### src/sv/srt_pkg.sv
// ----------------------------------------------------------------------------
// Sorted record table: shared definitions
// Widths, table capacity, status and command codes, and the command and
// status bundles between the controller and the datapath.
// ----------------------------------------------------------------------------
package srt_pkg;

   // table capacity and derived widths
   localparam int CAPACITY = 32;
   localparam int CNT_W    = $clog2(CAPACITY + 1);
   localparam int ADDR_W   = (CAPACITY > 1) ? $clog2(CAPACITY) : 1;

   // field widths
   localparam int KEY_W    = 32;
   localparam int SCORE_W  = 32;
   localparam int STATUS_W = 2;
   localparam int COUNT_W  = 6;

   // command codes
   localparam logic CMD_INSERT = 1'b0;
   localparam logic CMD_DELETE = 1'b1;

   // result status codes
   typedef enum logic [STATUS_W-1:0] {
      ST_OK        = 2'd0,
      ST_NOT_FOUND = 2'd1,
      ST_FULL      = 2'd2,
      ST_EMPTY     = 2'd3
   } status_type;

   // datapath sweep selector
   typedef enum logic [1:0] {
      PH_IDLE  = 2'd0,
      PH_SCAN  = 2'd1,
      PH_SHIFT = 2'd2,
      PH_EMIT  = 2'd3
   } phase_type;

   // one stored record
   typedef struct packed {
      logic [KEY_W-1:0]   key;
      logic [SCORE_W-1:0] score;
   } entry_type;

   // controller -> datapath
   typedef struct packed {
      logic       load;         // capture the request
      phase_type  phase;        // sweep that runs this cycle
      phase_type  start_phase;  // initialize pointers for this sweep
      logic       set_status;
      status_type status;
      logic       commit;       // write an inserted record and apply the insert or delete to the count
   } ctl_cmd_type;

   // datapath -> controller
   typedef struct packed {
      logic is_insert;
      logic is_empty;
      logic is_full;
      logic scan_done;
      logic scan_hit;
      logic shift_done;
      logic emit_done;
   } dp_stat_type;

endpackage

### src/sv/srt_if.sv
// ----------------------------------------------------------------------------
// Sorted record table: channel interfaces
// Valid/ready channels for commands (request) and listing results (response).
// ----------------------------------------------------------------------------
interface srt_req_if import srt_pkg::*; ();
   logic               valid;
   logic               ready;
   logic               cmd;
   logic signed [KEY_W-1:0] key;
   logic [SCORE_W-1:0] score;

   modport source (output valid, output cmd, output key, output score, input ready);
   modport sink   (input valid, input cmd, input key, input score, output ready);
endinterface

interface srt_rsp_if import srt_pkg::*; ();
   logic                    valid;
   logic                    ready;
   logic [STATUS_W-1:0]     status;
   logic                    has_entry;
   logic signed [KEY_W-1:0] entry_key;
   logic [SCORE_W-1:0]      entry_score;
   logic                    is_last;
   logic [COUNT_W-1:0]      count;

   modport source (output valid, output status, output has_entry, output entry_key,
                   output entry_score, output is_last, output count, input ready);
   modport sink   (input valid, input status, input has_entry, input entry_key,
                   input entry_score, input is_last, input count, output ready);
endinterface

### src/sv/srt_ctrl.sv
// ----------------------------------------------------------------------------
// Sorted record table: controller
// Sequences one command: capture, decide, scan for position and shift the
// table where the command needs them, then stream the listing.
// ----------------------------------------------------------------------------
module srt_ctrl import srt_pkg::*; (
   input  logic        clock,
   input  logic        reset,
   input  logic        req_valid,
   output logic        req_ready,
   input  dp_stat_type stat,
   output ctl_cmd_type cmd
);

   typedef enum logic [4:0] {
      S_IDLE   = 5'b00001,
      S_DECIDE = 5'b00010,
      S_SCAN   = 5'b00100,
      S_SHIFT  = 5'b01000,
      S_EMIT   = 5'b10000
   } state_type;

   state_type state_ff, state_in;

   // next state and command decode
   always_comb begin
      state_in  = state_ff;
      cmd       = '0;
      req_ready = 1'b0;
      case (state_ff)
         S_IDLE: begin
            req_ready = 1'b1;
            if (req_valid) begin
               cmd.load = 1'b1;
               state_in = S_DECIDE;
            end
         end
         S_DECIDE: begin
            if (stat.is_insert && stat.is_full) begin
               cmd.set_status  = 1'b1;
               cmd.status      = ST_FULL;
               cmd.start_phase = PH_EMIT;
               state_in        = S_EMIT;
            end else if (!stat.is_insert && stat.is_empty) begin
               cmd.set_status  = 1'b1;
               cmd.status      = ST_EMPTY;
               cmd.start_phase = PH_EMIT;
               state_in        = S_EMIT;
            end else if (stat.is_insert && stat.is_empty) begin
               // first record goes straight to slot zero
               cmd.set_status  = 1'b1;
               cmd.status      = ST_OK;
               cmd.commit      = 1'b1;
               cmd.start_phase = PH_EMIT;
               state_in        = S_EMIT;
            end else begin
               cmd.start_phase = PH_SCAN;
               state_in        = S_SCAN;
            end
         end
         S_SCAN: begin
            cmd.phase = PH_SCAN;
            if (stat.scan_done) begin
               if (stat.is_insert || stat.scan_hit) begin
                  cmd.set_status  = 1'b1;
                  cmd.status      = ST_OK;
                  cmd.start_phase = PH_SHIFT;
                  state_in        = S_SHIFT;
               end else begin
                  cmd.set_status  = 1'b1;
                  cmd.status      = ST_NOT_FOUND;
                  cmd.start_phase = PH_EMIT;
                  state_in        = S_EMIT;
               end
            end
         end
         S_SHIFT: begin
            cmd.phase = PH_SHIFT;
            if (stat.shift_done) begin
               cmd.commit      = 1'b1;
               cmd.start_phase = PH_EMIT;
               state_in        = S_EMIT;
            end
         end
         S_EMIT: begin
            cmd.phase = PH_EMIT;
            if (stat.emit_done) begin
               state_in = S_IDLE;
            end
         end
         default: begin
            state_in = S_IDLE;
         end
      endcase
   end

   // state register
   always_ff @(posedge clock) begin
      if (reset) begin
         state_ff <= S_IDLE;
      end else begin
         state_ff <= state_in;
      end
   end

endmodule

### src/sv/srt_dpath.sv
// ----------------------------------------------------------------------------
// Sorted record table: datapath
// Record memory with registered read, sweep pointers, key compare and the
// response output register.
// ----------------------------------------------------------------------------
module srt_dpath import srt_pkg::*; (
   input  logic                    clock,
   input  logic                    reset,
   input  logic                    req_cmd,
   input  logic [KEY_W-1:0]        req_key,
   input  logic [SCORE_W-1:0]      req_score,
   input  ctl_cmd_type             cmd,
   output dp_stat_type             stat,
   input  logic                    rsp_ready,
   output logic                    rsp_valid,
   output logic [STATUS_W-1:0]     rsp_status,
   output logic                    rsp_has_entry,
   output logic [KEY_W-1:0]        rsp_entry_key,
   output logic [SCORE_W-1:0]      rsp_entry_score,
   output logic                    rsp_is_last,
   output logic [COUNT_W-1:0]      rsp_count
);

   // record memory, one write and one registered read per cycle
   entry_type rec_mem [CAPACITY];
   entry_type rd_data_ff;

   // command context
   logic       op_ff, op_in;
   entry_type  req_ff, req_in;
   status_type status_ff, status_in;

   // table and sweep state
   logic [CNT_W-1:0]  count_ff, count_in;
   logic [CNT_W-1:0]  ptr_ff, ptr_in;
   logic [CNT_W-1:0]  pos_ff, pos_in;
   logic [ADDR_W-1:0] ra_ff, ra_in;       // address held in rd_data_ff
   logic              pend_ff, pend_in;   // rd_data_ff holds an unused read
   logic              empty_todo_ff, empty_todo_in;

   // output register
   logic       out_valid_ff, out_valid_in;
   status_type out_status_ff, out_status_in;
   logic       out_has_ff, out_has_in;
   entry_type  out_entry_ff, out_entry_in;
   logic       out_last_ff, out_last_in;
   logic [COUNT_W-1:0] out_count_ff, out_count_in;

   // memory port controls
   logic              rd_en, wr_en;
   logic [ADDR_W-1:0] rd_addr, wr_addr;
   entry_type         wr_data;

   // helpers
   logic             is_insert;
   logic             match;
   logic             ra_is_last;
   logic             ptr_below;
   logic             out_free;
   logic             move;
   logic [CNT_W-1:0] ptr_inc, ptr_dec;

   assign is_insert  = (op_ff == CMD_INSERT);
   assign ptr_inc    = ptr_ff + CNT_W'(1);
   assign ptr_dec    = ptr_ff - CNT_W'(1);
   assign ptr_below  = (ptr_ff < count_ff);
   assign ra_is_last = ((CNT_W'(ra_ff) + CNT_W'(1)) == count_ff);
   assign out_free   = !out_valid_ff || rsp_ready;
   assign move       = pend_ff && out_free;

   // insert stops at the first key >= new key, delete at the first equal key
   assign match = is_insert ? !($signed(rd_data_ff.key) < $signed(req_ff.key))
                            : (rd_data_ff.key == req_ff.key);

   // sweep, commit and output control
   always_comb begin
      op_in         = op_ff;
      req_in        = req_ff;
      status_in     = status_ff;
      count_in      = count_ff;
      ptr_in        = ptr_ff;
      pos_in        = pos_ff;
      ra_in         = ra_ff;
      pend_in       = pend_ff;
      empty_todo_in = empty_todo_ff;
      out_valid_in  = out_valid_ff;
      out_status_in = out_status_ff;
      out_has_in    = out_has_ff;
      out_entry_in  = out_entry_ff;
      out_last_in   = out_last_ff;
      out_count_in  = out_count_ff;
      rd_en         = 1'b0;
      rd_addr       = '0;
      wr_en         = 1'b0;
      wr_addr       = '0;
      wr_data       = rd_data_ff;
      stat          = '0;

      stat.is_insert = is_insert;
      stat.is_empty  = (count_ff == '0);
      stat.is_full   = (count_ff == CNT_W'(CAPACITY));

      // capture the command
      if (cmd.load) begin
         op_in        = req_cmd;
         req_in.key   = req_key;
         req_in.score = req_score;
         pos_in       = '0;
      end

      if (cmd.set_status) begin
         status_in = cmd.status;
      end

      // a response transfer frees the output register
      if (rsp_ready) begin
         out_valid_in = 1'b0;
      end

      case (cmd.phase)
         PH_SCAN: begin
            // walk forward, compare each record in the cycle after its read
            if (ptr_below) begin
               rd_en   = 1'b1;
               rd_addr = ptr_ff[ADDR_W-1:0];
               ptr_in  = ptr_inc;
               ra_in   = ptr_ff[ADDR_W-1:0];
            end
            pend_in = rd_en;
            if (pend_ff && (match || ra_is_last)) begin
               stat.scan_done = 1'b1;
               stat.scan_hit  = match;
               pos_in         = match ? CNT_W'(ra_ff) : count_ff;
            end
         end
         PH_SHIFT: begin
            if (is_insert) begin
               // move records at pos and above up by one, top first
               if (ptr_ff > pos_ff) begin
                  rd_en   = 1'b1;
                  rd_addr = ptr_dec[ADDR_W-1:0];
                  ptr_in  = ptr_dec;
                  ra_in   = ptr_dec[ADDR_W-1:0];
               end
               if (pend_ff) begin
                  wr_en   = 1'b1;
                  wr_addr = ra_ff + ADDR_W'(1);
               end
               stat.shift_done = (ptr_ff == pos_ff) && !pend_ff;
            end else begin
               // move records above pos down by one, bottom first
               if (ptr_below) begin
                  rd_en   = 1'b1;
                  rd_addr = ptr_ff[ADDR_W-1:0];
                  ptr_in  = ptr_inc;
                  ra_in   = ptr_ff[ADDR_W-1:0];
               end
               if (pend_ff) begin
                  wr_en   = 1'b1;
                  wr_addr = ra_ff - ADDR_W'(1);
               end
               stat.shift_done = !ptr_below && !pend_ff;
            end
            pend_in = rd_en;
         end
         PH_EMIT: begin
            // read ahead while the read register is free or draining
            if (ptr_below && (!pend_ff || move)) begin
               rd_en   = 1'b1;
               rd_addr = ptr_ff[ADDR_W-1:0];
               ptr_in  = ptr_inc;
               ra_in   = ptr_ff[ADDR_W-1:0];
            end
            pend_in = rd_en || (pend_ff && !move);
            if (move) begin
               out_valid_in  = 1'b1;
               out_status_in = status_ff;
               out_has_in    = 1'b1;
               out_entry_in  = rd_data_ff;
               out_last_in   = ra_is_last;
               out_count_in  = COUNT_W'(count_ff);
            end else if (empty_todo_ff && out_free) begin
               out_valid_in  = 1'b1;
               out_status_in = status_ff;
               out_has_in    = 1'b0;
               out_entry_in  = '0;
               out_last_in   = 1'b1;
               out_count_in  = COUNT_W'(count_ff);
               empty_todo_in = 1'b0;
            end
            stat.emit_done = !empty_todo_ff && !ptr_below && !pend_ff;
         end
         default: begin
         end
      endcase

      // apply the table change
      if (cmd.commit) begin
         if (is_insert) begin
            wr_en    = 1'b1;
            wr_addr  = pos_ff[ADDR_W-1:0];
            wr_data  = req_ff;
            count_in = count_ff + CNT_W'(1);
         end else begin
            count_in = count_ff - CNT_W'(1);
         end
      end

      // sweep start overrides the running sweep
      case (cmd.start_phase)
         PH_SCAN: begin
            ptr_in  = '0;
            pend_in = 1'b0;
         end
         PH_SHIFT: begin
            ptr_in  = is_insert ? count_ff : (pos_in + CNT_W'(1));
            pend_in = 1'b0;
         end
         PH_EMIT: begin
            ptr_in        = '0;
            pend_in       = 1'b0;
            empty_todo_in = (count_in == '0);
         end
         default: begin
         end
      endcase
   end

   // record memory
   always_ff @(posedge clock) begin
      if (wr_en) begin
         rec_mem[wr_addr] <= wr_data;
      end
      if (rd_en) begin
         rd_data_ff <= rec_mem[rd_addr];
      end
   end

   // control registers
   always_ff @(posedge clock) begin
      if (reset) begin
         count_ff      <= '0;
         pend_ff       <= 1'b0;
         empty_todo_ff <= 1'b0;
         out_valid_ff  <= 1'b0;
      end else begin
         count_ff      <= count_in;
         pend_ff       <= pend_in;
         empty_todo_ff <= empty_todo_in;
         out_valid_ff  <= out_valid_in;
      end
   end

   // payload registers
   always_ff @(posedge clock) begin
      op_ff         <= op_in;
      req_ff        <= req_in;
      status_ff     <= status_in;
      ptr_ff        <= ptr_in;
      pos_ff        <= pos_in;
      ra_ff         <= ra_in;
      out_status_ff <= out_status_in;
      out_has_ff    <= out_has_in;
      out_entry_ff  <= out_entry_in;
      out_last_ff   <= out_last_in;
      out_count_ff  <= out_count_in;
   end

   assign rsp_valid       = out_valid_ff;
   assign rsp_status      = out_status_ff;
   assign rsp_has_entry   = out_has_ff;
   assign rsp_entry_key   = out_entry_ff.key;
   assign rsp_entry_score = out_entry_ff.score;
   assign rsp_is_last     = out_last_ff;
   assign rsp_count       = out_count_ff;

endmodule

### src/sv/sorted_record_table_unit.sv
// ----------------------------------------------------------------------------
// Sorted record table unit
// Keeps up to CAPACITY (key, score) records in ascending signed key order,
// inserts or deletes one record per command and lists the table after each.
//
//   channel | dir | transfer carries
//   --------+-----+-----------------------------------------------------------
//   req_if  | in  | cmd, key, score
//   rsp_if  | out | status, has_entry, entry_key, entry_score, is_last, count
//
// One command at a time. A command may run a forward scan of the record memory
// up to the position and a shift of the records behind it (together one pass
// over the table), then the listing at one record per cycle while the
// receiver is ready; response stalls lengthen the listing. Synchronous
// reset empties the table; the memory needs no clearing.
// The last listed record may still wait in the output register while the
// next command is accepted.
// ----------------------------------------------------------------------------
module sorted_record_table_unit import srt_pkg::*; (
   input logic    clock,
   input logic    reset,
   srt_req_if.sink   req_if,
   srt_rsp_if.source rsp_if
);

   ctl_cmd_type ctl_cmd;
   dp_stat_type dp_stat;

   // command sequencer
   srt_ctrl u_ctrl (
      .clock     (clock),
      .reset     (reset),
      .req_valid (req_if.valid),
      .req_ready (req_if.ready),
      .stat      (dp_stat),
      .cmd       (ctl_cmd)
   );

   // record storage and listing path
   srt_dpath u_dpath (
      .clock           (clock),
      .reset           (reset),
      .req_cmd         (req_if.cmd),
      .req_key         (req_if.key),
      .req_score       (req_if.score),
      .cmd             (ctl_cmd),
      .stat            (dp_stat),
      .rsp_ready       (rsp_if.ready),
      .rsp_valid       (rsp_if.valid),
      .rsp_status      (rsp_if.status),
      .rsp_has_entry   (rsp_if.has_entry),
      .rsp_entry_key   (rsp_if.entry_key),
      .rsp_entry_score (rsp_if.entry_score),
      .rsp_is_last     (rsp_if.is_last),
      .rsp_count       (rsp_if.count)
   );

endmodule

### src/flat_wrapper.sv
// flat-port wrapper written by rule: the top's interface ports become plain ports
module sorted_record_table_unit_flat import srt_pkg::*;
  (clock, reset, req_if_valid, req_if_cmd, req_if_key, req_if_score, req_if_ready, rsp_if_valid, rsp_if_status, rsp_if_has_entry, rsp_if_entry_key, rsp_if_entry_score, rsp_if_is_last, rsp_if_count, rsp_if_ready);
  srt_req_if req_if_i ();
  srt_rsp_if rsp_if_i ();
  input logic clock;
  input logic reset;
  input wire logic [$bits(req_if_i.valid)-1:0] req_if_valid;
  input wire logic [$bits(req_if_i.cmd)-1:0] req_if_cmd;
  input wire logic [$bits(req_if_i.key)-1:0] req_if_key;
  input wire logic [$bits(req_if_i.score)-1:0] req_if_score;
  output wire logic [$bits(req_if_i.ready)-1:0] req_if_ready;
  output wire logic [$bits(rsp_if_i.valid)-1:0] rsp_if_valid;
  output wire logic [$bits(rsp_if_i.status)-1:0] rsp_if_status;
  output wire logic [$bits(rsp_if_i.has_entry)-1:0] rsp_if_has_entry;
  output wire logic [$bits(rsp_if_i.entry_key)-1:0] rsp_if_entry_key;
  output wire logic [$bits(rsp_if_i.entry_score)-1:0] rsp_if_entry_score;
  output wire logic [$bits(rsp_if_i.is_last)-1:0] rsp_if_is_last;
  output wire logic [$bits(rsp_if_i.count)-1:0] rsp_if_count;
  input wire logic [$bits(rsp_if_i.ready)-1:0] rsp_if_ready;
  assign req_if_i.valid = req_if_valid;
  assign req_if_i.cmd = req_if_cmd;
  assign req_if_i.key = req_if_key;
  assign req_if_i.score = req_if_score;
  assign req_if_ready = req_if_i.ready;
  assign rsp_if_valid = rsp_if_i.valid;
  assign rsp_if_status = rsp_if_i.status;
  assign rsp_if_has_entry = rsp_if_i.has_entry;
  assign rsp_if_entry_key = rsp_if_i.entry_key;
  assign rsp_if_entry_score = rsp_if_i.entry_score;
  assign rsp_if_is_last = rsp_if_i.is_last;
  assign rsp_if_count = rsp_if_i.count;
  assign rsp_if_i.ready = rsp_if_ready;
  sorted_record_table_unit u_core (.clock(clock), .reset(reset), .req_if(req_if_i), .rsp_if(rsp_if_i));
endmodule
### config.mk
export PLATFORM = sky130hd
export DESIGN_NAME = sorted_record_table_unit_flat
export DESIGN_NICKNAME = d
export VERILOG_FILES = /design/src/sv/srt_pkg.sv /design/src/sv/srt_if.sv /design/src/sv/srt_ctrl.sv /design/src/sv/srt_dpath.sv /design/src/sv/sorted_record_table_unit.sv /design/src/flat_wrapper.sv
export SDC_FILE = /design/constraint.sdc
export NUM_CORES = 2
export LEC_CHECK = 0
export BUFFER_PORTS_ARGS = -buffer_cell sky130_fd_sc_hd__buf_4
export CAP_MARGIN = 5
export CORE_MARGIN = 5
export CORE_UTILIZATION = 50
export CTS_BUF_LIST = sky130_fd_sc_hd__clkbuf_8
export DETAILED_ROUTE_END_ITERATION = 8
export PLACE_DENSITY = 0.66
export SLEW_MARGIN = 0
export SYNTH_ARGS = -nofsm -noshare
export SYNTH_HDL_FRONTEND = slang
export SYNTH_SLANG_ARGS = --single-unit
### constraint.sdc
create_clock -name clock -period 12 [get_ports clock]
set_input_delay 0 -clock clock [delete_from_list [all_inputs] [get_ports clock]]
set_output_delay 0 -clock clock [all_outputs]
set_load 0.01 [all_outputs]
# [After elaboration in Yosys (flattened, before gate mapping)]
# Memory sizes are Yosys's and may differ from the RTL's. A register that Yosys moved wholly into a read port is not among the register bits.
# Index checks and enable logic that the tools add are counted.
[totals] register_bits=172 latch_bits=0 ramBits=2048 rom_bits=0 in_bits=69 output_inout_bits=76 word_cells=184 memories=1
[memory_table] memory="u_core.u_dpath.rec_mem" depth=32 width=64 read_ports=1 rd_ports_with_merged_regs=1 wr=1 line="srt_dpath.sv:25" rtl="entry_type rec_mem [CAPACITY];"
[op_classes] add_sub_neg=8 multipliers=0 div_mod_pow=0 magnitude_cmp=3 eq_ne=24 n_shift=0 mux=92 bitwise=1 reduce_logical=37
[op_table] operator="$mux W64" n=4
[op_table] operator="$mux W5" n=25
[op_table] operator="$mux W6" n=13
[op_table] operator="$eq A32 B32 Y1" n=1
[op_table] operator="$lt A32 B32 Y1" n=1
[op_table] operator="$mux W1" n=31
[op_table] operator="$pmux W5 S3" n=2
[op_table] operator="$pmux W5 S5" n=1
[op_table] operator="$add A6 B1 Y6 const B" n=3
[op_table] operator="$pmux W6 S3" n=1
[op_table] operator="$eq A6 B6 Y1" n=2
[op_table] operator="$logic_and A1 B1 Y1" n=12
[op_table] operator="$logic_not A6 Y1" n=2
[op_table] operator="$mux W2" n=6
[op_table] operator="$pmux W2 S3" n=2
[op_table] operator="$pmux W6 S2" n=1
[op_table] operator="$sub A6 B1 Y6 const B" n=2
[op_table] operator="$reduce_and A3 Y1" n=3
[op_table] operator="$eq A2 B2 Y1 const B" n=4
[op_table] operator="$mux W4" n=2
[op_table] operator="$ne A2 B1 Y1 const B" n=4
[op_table] operator="$add A5 B1 Y6 const B" n=1
[op_table] operator="$eq A6 B6 Y1 const B" n=1
[op_table] operator="$gt A6 B6 Y1" n=1
[op_table] operator="26 further kinds" n=40

# [Depth between registers and ports, before layout]
[depth] ltp_word=15 mapped_depth=21

# [Modules after synthesis]
# A second synthesis with hierarchy kept.
[unflattened] cells_unflattened=6756 area_unflattened_um2=91720.5
[modules_own_cells] module="srt_dpath" instances=1 cells_each=6690 area_each_um2=91193.7 seq_area_each_um2=68285.5
[modules_own_cells] module="srt_ctrl" instances=1 cells_each=66 area_each_um2=526.8 seq_area_each_um2=100.1

# [Worst setup path after synthesis]
# OpenSTA, ideal clock, no wires.
[synth_path] kind="register to register" from="register u_core.u_dpath.ptr_ff[5]" to="memory u_core.u_dpath.rec_mem[28][0] in the netlist's numbering, enable pin" setup_ns=0.486 t_arrival_ns=5.153 required_time_ns=11.514 path_slack_ns=6.361 path_stages_with_launch=11 n_path_buf=1 cell_sequence="edfxtp_1 ha_1 nand4_1 nor3_1 a21oi_1 o21a_1 nor2_1 clkbuf_1 a22oi_1 or2_2 nor2_1"
[synth_via] elab_chain_cells=10
[synth_lines] item="start: declaration" line="srt_dpath.sv:35" rtl="logic [CNT_W-1:0] ptr_ff, ptr_in;"
[synth_lines] item="start signal: assignment" line="srt_dpath.sv:259" rtl="ptr_ff <= ptr_in;"
[synth_lines] item="$lt A6 B6 Y1" line="srt_dpath.sv:66" rtl="assign ptr_below = (ptr_ff < count_ff);"
[synth_lines] item="$logic_not A1 Y1" line="srt_dpath.sv:162" rtl="stat.shift_done = !ptr_below && !pend_ff;"
[synth_lines] item="$logic_and A1 B1 Y1" line="srt_dpath.sv:162"
[synth_lines] item="$mux W1 (*)" line="srt_dpath.sv:137" rtl="if (is_insert) begin"
[synth_lines] item="$mux W1 (*)" line="srt_dpath.sv:120" rtl="case (cmd.phase)"
[synth_lines] item="$mux W1 (*)" line="srt_ctrl.sv:79" rtl="if (stat.shift_done) begin"
[synth_lines] item="$pmux W1 S2 (*)" line="srt_ctrl.sv:30" rtl="case (state_ff)"
[synth_lines] item="$mux W1" line="srt_dpath.sv:198" rtl="if (cmd.commit) begin"
[synth_lines] item="$mux W1" line="srt_dpath.sv:231" rtl="if (wr_en) begin"
[synth_lines] item="$mux W1 (not written as such)" line="srt_dpath.sv:232" rtl="rec_mem[wr_addr] <= wr_data;"
[synth_lines] item="end: declaration" line="srt_dpath.sv:25"
# Mark *: on every way between the ends. The rest lies on a longest branch, timed or not.

# [Final worst setup path]
[layout_path] from="register u_core.u_dpath.ptr_ff[2]" to="register u_core.u_dpath.rd_data_ff[44] (netlist name)"
[layout_via] elab_chain_cells=5
[layout_lines] item="$lt A6 B6 Y1" line="srt_dpath.sv:66"
[layout_lines] item="$logic_and A1 B1 Y1" line="srt_dpath.sv:168" rtl="if (ptr_below && (!pend_ff || move)) begin"
[layout_lines] item="$mux W1" line="srt_dpath.sv:168"
[layout_lines] item="$mux W1" line="srt_dpath.sv:120"
[layout_lines] item="$pmux W1 S3" line="srt_dpath.sv:120"
# Parallel ways exist; a longest one is shown, timed or not. The select of a mux whose other input is x is not followed.
# A chain may end at the register's enable or synchronous reset.

==> results.md <==
Worst setup path:
- The classification of the worst setup path is reg2reg.
- Along the worst path, the maximum fanout reaches ~80.
- The setup slack on the worst flop-to-flop path is ~5.6 ns.
- The worst register-to-register path begins at u_core.u_dpath.ptr_ff[2]$_DFFE_PP_.
- The data arrival time of the critical path is 7.13 ns.
- Data on the critical path is required at its endpoint by 12.75 ns.
- The sort of element at the end of the critical path is a flip-flop.
- The worst register-to-register path ends at u_core.u_dpath.rd_data_ff[44]$_DFFE_PP_.
- The nature of the critical path startpoint is a flip-flop.
- Counting cells, the worst reg-to-reg path comes to 14.

Timing:
- The worst path in the final design needs a cycle of 6.38 ns, including I/O delays and setup.
- The number of max-slew violations in the final report is 0.
- The final worst-path cycle share is 0.532.
- The worst pin sits at a relative slew slack of 0.113.
- Timing would allow up to about 160 MHz.
- For the final routed database, the setup TNS stands at 0 ns.
- At the pin with the least slew margin, the transition time is 1.33 ns.
- The count of endpoints failing hold in the final timing report is 0.
- Across all setup checks in the final design, the least slack found is approximately 5.6 ns.
- Setup repair after global routing left no endpoint under its margin.
- The number of failing setup endpoints in the final timing report is 0.
- The largest clock skew in the final design is between 0.06 and 0.07 ns.

Route:
- The DRC violation total after the first TritonRoute iteration is 6783.
- After detailed routing, the number of vias per cell comes to between 5 and 6.
- After detailed routing, the number of remaining DRC violations is 0.
- The first-pass iteration count of the detailed router is 6.
- The routed design has around 250 mm of wire.
- For this block, the via count after detailed routing is approximately 57000.
- The average wire per cell in the routed design is approximately 26 um.
- The count of nets left with antenna violations once routing finished came out at 0.

Floorplanning:
- The initial utilization of the core area, before any placement, comes to 0.502.
- The chip width is 436 um.
- The I/O pin count is 145.
- The die height is 436 um.
- The core region area is around 180000 um2.
- The number of cell rows is about 160.
- The area enclosed by the die boundary is around 190000 um2.

Min path:
- For hold timing, the worst endpoint is u_core.u_dpath.pos_ff[5]$_DFF_P_.
- The cell count of the worst hold path is 5.
- The min-delay analysis places its worst path in the category in2reg.
- The worst hold path begins at req_if_valid.

Pwr:
- The power density normalized to cell area is ~170 nW/um2.
- The portion of total power attributed to the clock network is 0.360.
- Summing internal, switching and leakage power gives 17.0 mW.
- The leakage power figure is about 36 nW.
- The share of power burned in registers is 0.531.
- For this design the total switching power over the nets is 4.35 mW.
- Cell internal power was estimated by the tool at between 10 and 15 mW.
- The combinational share of power is 0.109.
- VDD sags by at most 0.115 mV.
- Of the total power, the share spent switching nets is 0.256.

Final layout:
- The share of post-route cells with drive strength above 1 is 0.122.
- For this run, the post-layout net count is roughly 7000.
- The combined area of the multi-input logic cells is roughly 21000 um2.
- The sequential cells in the finished layout cover a total of approximately 70000 um2.
- The finished cells cover approximately 100000 um2.
- The post-route core utilization is 0.568.
- The number of fill cells is about 14000.
- From synthesis to final layout, the design area changed by 13.0%.

Logic synthesis:
- The sequential fraction of the synthesis area is 0.753.
- Yosys mapped the design onto 74 distinct sky130hd cell types.
- During synthesis, Yosys emitted a total of 0 warnings.
- Counting flops and latches in the post-synthesis netlist gives around 2300.
- Yosys mapped a number of flops with a built-in enable equal to 2264.
- Among all cell types in the netlist, the one instantiated most often is sky130_fd_sc_hd__edfxtp_1.
- The fraction of post-synthesis cell area in the top cell type by area is 0.749.
- For this run, the leading register cell type out of synthesis is sky130_fd_sc_hd__edfxtp_1.
- After synthesis, the share of flip-flops with an asynchronous set or reset is 0.
- After synthesis, the mean cell area works out to around 14 um2.
- The largest total area in the synthesized netlist belongs to sky130_fd_sc_hd__edfxtp_1.
- By count the netlist is led by sky130_fd_sc_hd__edfxtp_1, sky130_fd_sc_hd__nand2_1, sky130_fd_sc_hd__nand3_1.
- The number of nets handed over by synthesis was approximately 6600.
- By area the synthesized netlist is led by sky130_fd_sc_hd__edfxtp_1, sky130_fd_sc_hd__nand2_1, sky130_fd_sc_hd__nand3_1.
- The cell count after synthesis is roughly 6500.
- In this run the cell area of the synthesized design comes to 90800 um2.

Global routing:
- The via count of the first global-routing pass is approximately 55000.
- After global routing the overflow that remains totals 0.
- For this run, the total global-route usage over all layers was measured as 0.255.
- The initial antenna violation count is 5.
- The largest net degree at the start of global routing is between 150 and 200.
- The first global-routing pass estimated about 360 mm of wire.

Clock tree:
- The later pin in the worst-skew pair is clocked with a latency of roughly 1.1 ns.
- The maximum clock path buffer count is 4.
- The clock tree synthesis step divided the H-tree into 5 levels.
- The clock sink count is 2284.
- The cell chosen for the clock root is sky130_fd_sc_hd__clkbuf_8.
- After clock tree synthesis, the clock-pin slew on the worst setup and hold paths is 0.06 ns.
- The number of buffers created by CTS is ~380.
- TritonCTS built the clock tree.

Place:
- The standard cell area after detailed placement is about 95000 um2.
- The HPWL after detailed placement is between 100 and 150 mm.
- Port buffering added roughly 140 buffers.
- The setup slack after placement is around 5.8 ns.
- The final weighted congestion in routability-driven placement is around 0.9.

Job:
- Across the run, the number of max-cap violations was 0.

Outcome:
- The run finished with clean final reports.
metrics by stage:
stage	hold slack [ns]	cells
3_3_place_gp	0.178	8721
6_report	0.170	9511
5_1_grt	0.135	9509
3_5_place_dp	0.179	8721
2_1_floorplan	0.0775	6478
4_1_cts	0.0415	9506
cells by family after synthesis:
logic type	after synthesis	synth area share
muxes	189	0.0304
buffers and inverters	460	0.0214
and+or+nand+nor	2629	0.125
xor gates and xnor gates	24	0.00231
adders and majority gates	57	0.00794
AOI/OAI and AO/OA	835	0.0599
DFF	2284	0.753
worst max path at each step:
stage	from	endpoint	slack [ns]	cells after the start
after global routing	u_core.u_dpath.count_ff[1]$_SDFF_PP0_	u_core.u_dpath.rd_data_ff[44]$_DFFE_PP_	5.35	15
after global placement	u_core.u_dpath.ptr_ff[2]$_DFFE_PP_	u_core.u_dpath.rd_data_ff[27]$_DFFE_PP_	5.92	14
after CTS	u_core.u_dpath.ptr_ff[2]$_DFFE_PP_	u_core.u_dpath.rd_data_ff[44]$_DFFE_PP_	5.74	14
after floorplan	u_core.u_dpath.ptr_ff[5]$_DFFE_PP_	u_core.u_dpath.rec_mem[28][0]$_DFFE_PP_	6.36	10
final	u_core.u_dpath.ptr_ff[2]$_DFFE_PP_	u_core.u_dpath.rd_data_ff[44]$_DFFE_PP_	5.62	14
after detailed placement	u_core.u_dpath.ptr_ff[2]$_DFFE_PP_	u_core.u_dpath.rd_data_ff[44]$_DFFE_PP_	5.77	14
registers in the layout (all words and copies together) (netlist names), 2 cells and up:
signal / count
u_core.u_dpath.req_ff: 64
u_core.u_dpath.rsp_status: 2
u_core.u_dpath.pos_ff: 6
u_core.u_dpath.rsp_entry_score: 32
u_core.u_dpath.rec_mem: 2048
u_core.u_dpath.count_ff: 6
u_core.u_dpath.ra_ff: 5
u_core.u_dpath.ptr_ff: 6
u_core.u_dpath.rsp_count: 6
u_core.u_ctrl.state_ff: 5
u_core.u_dpath.rd_data_ff: 64
u_core.u_dpath.status_ff: 2
u_core.u_dpath.rsp_entry_key: 32
cell type report:
type,instances,share of cell area
flip-flops and latches,2284,0.666
clock inverters,267,0.0128
well taps,2370,0.0289
inverters,63,0.00233
repair buffers,407,0.0340
multi-input cells,3734,0.204
diodes,4,0.0000975
clock buffers,382,0.0512
power groups by stage:
stage               combinational (mW)  sequential, mW  clock [mW]
finish                            1.86            9.02        6.12
global route                      2.00            9.02        6.62
CTS                               1.83            9.02        6.22
detailed placement                1.79            9.18           0
global placement                  1.77            9.18           0
floorplan                         1.19            9.15           0
layout by cell type, fill, tap and decap left out, drive strengths merged, types with 6 or more instances in the layout:
master / synthesis / layout
edfxtp: 2264 / 2264
nand2: 1752 / 1752
nand3: 410 / 410
clkbuf: 212 / 382
buf: 185 / 271
a31oi: 205 / 205
and3: 192 / 192
inv: 62 / 176
a21oi: 173 / 173
clkinv: 1 / 140
dlygate4sd3: 0 / 136
mux2i: 119 / 119
o22ai: 113 / 113
and2: 76 / 76
nor2: 75 / 75
o21ai: 73 / 73
a311oi: 71 / 71
mux4: 69 / 69
a211oi: 67 / 67
o21a: 62 / 62
nor4: 61 / 61
ha: 56 / 56
dfxtp: 20 / 20
nor3: 20 / 20
xnor2: 15 / 15
o221ai: 12 / 12
nand2b: 9 / 9
a21o: 9 / 9
xor2: 9 / 9
nor2b: 9 / 9
nand4: 8 / 8
bufinv: 0 / 8
o211ai: 6 / 6
clkinvlp: 0 / 6
layer usage:
metal	global-route usage	up-vias	share of wire
met3	0.0543	478	0.10
li1	-	25000	-
met2	0.404	3040	0.47
met4	0.0838	0	0.032
met1	0.355	28300	0.40
met5	0	-	0
critical path, stage by stage, from the launching register on:
cell and delay [ns]:
sky130_fd_sc_hd__edfxtp_1 0.62, sky130_fd_sc_hd__ha_1 0.39, sky130_fd_sc_hd__nand2_1 0.05, sky130_fd_sc_hd__o21a_1 0.18
sky130_fd_sc_hd__o21ai_2 0.50, sky130_fd_sc_hd__inv_2 0.31, sky130_fd_sc_hd__ha_1 0.27, sky130_fd_sc_hd__o21a_1 0.15
sky130_fd_sc_hd__a211oi_4 0.47, sky130_fd_sc_hd__buf_4 0.79, sky130_fd_sc_hd__buf_4 0.79, sky130_fd_sc_hd__nand2_4 0.46
sky130_fd_sc_hd__buf_4 0.53, sky130_fd_sc_hd__o221ai_1 0.36, sky130_fd_sc_hd__a211oi_1 0.09
timing repair:
item	4_1_cts	5_1_grt
buffers inserted	0	0
resized for setup	0	0
hold buffers	136	0
endpoints found under the hold margin	104	0
Power figures use the tool's default switching activity.
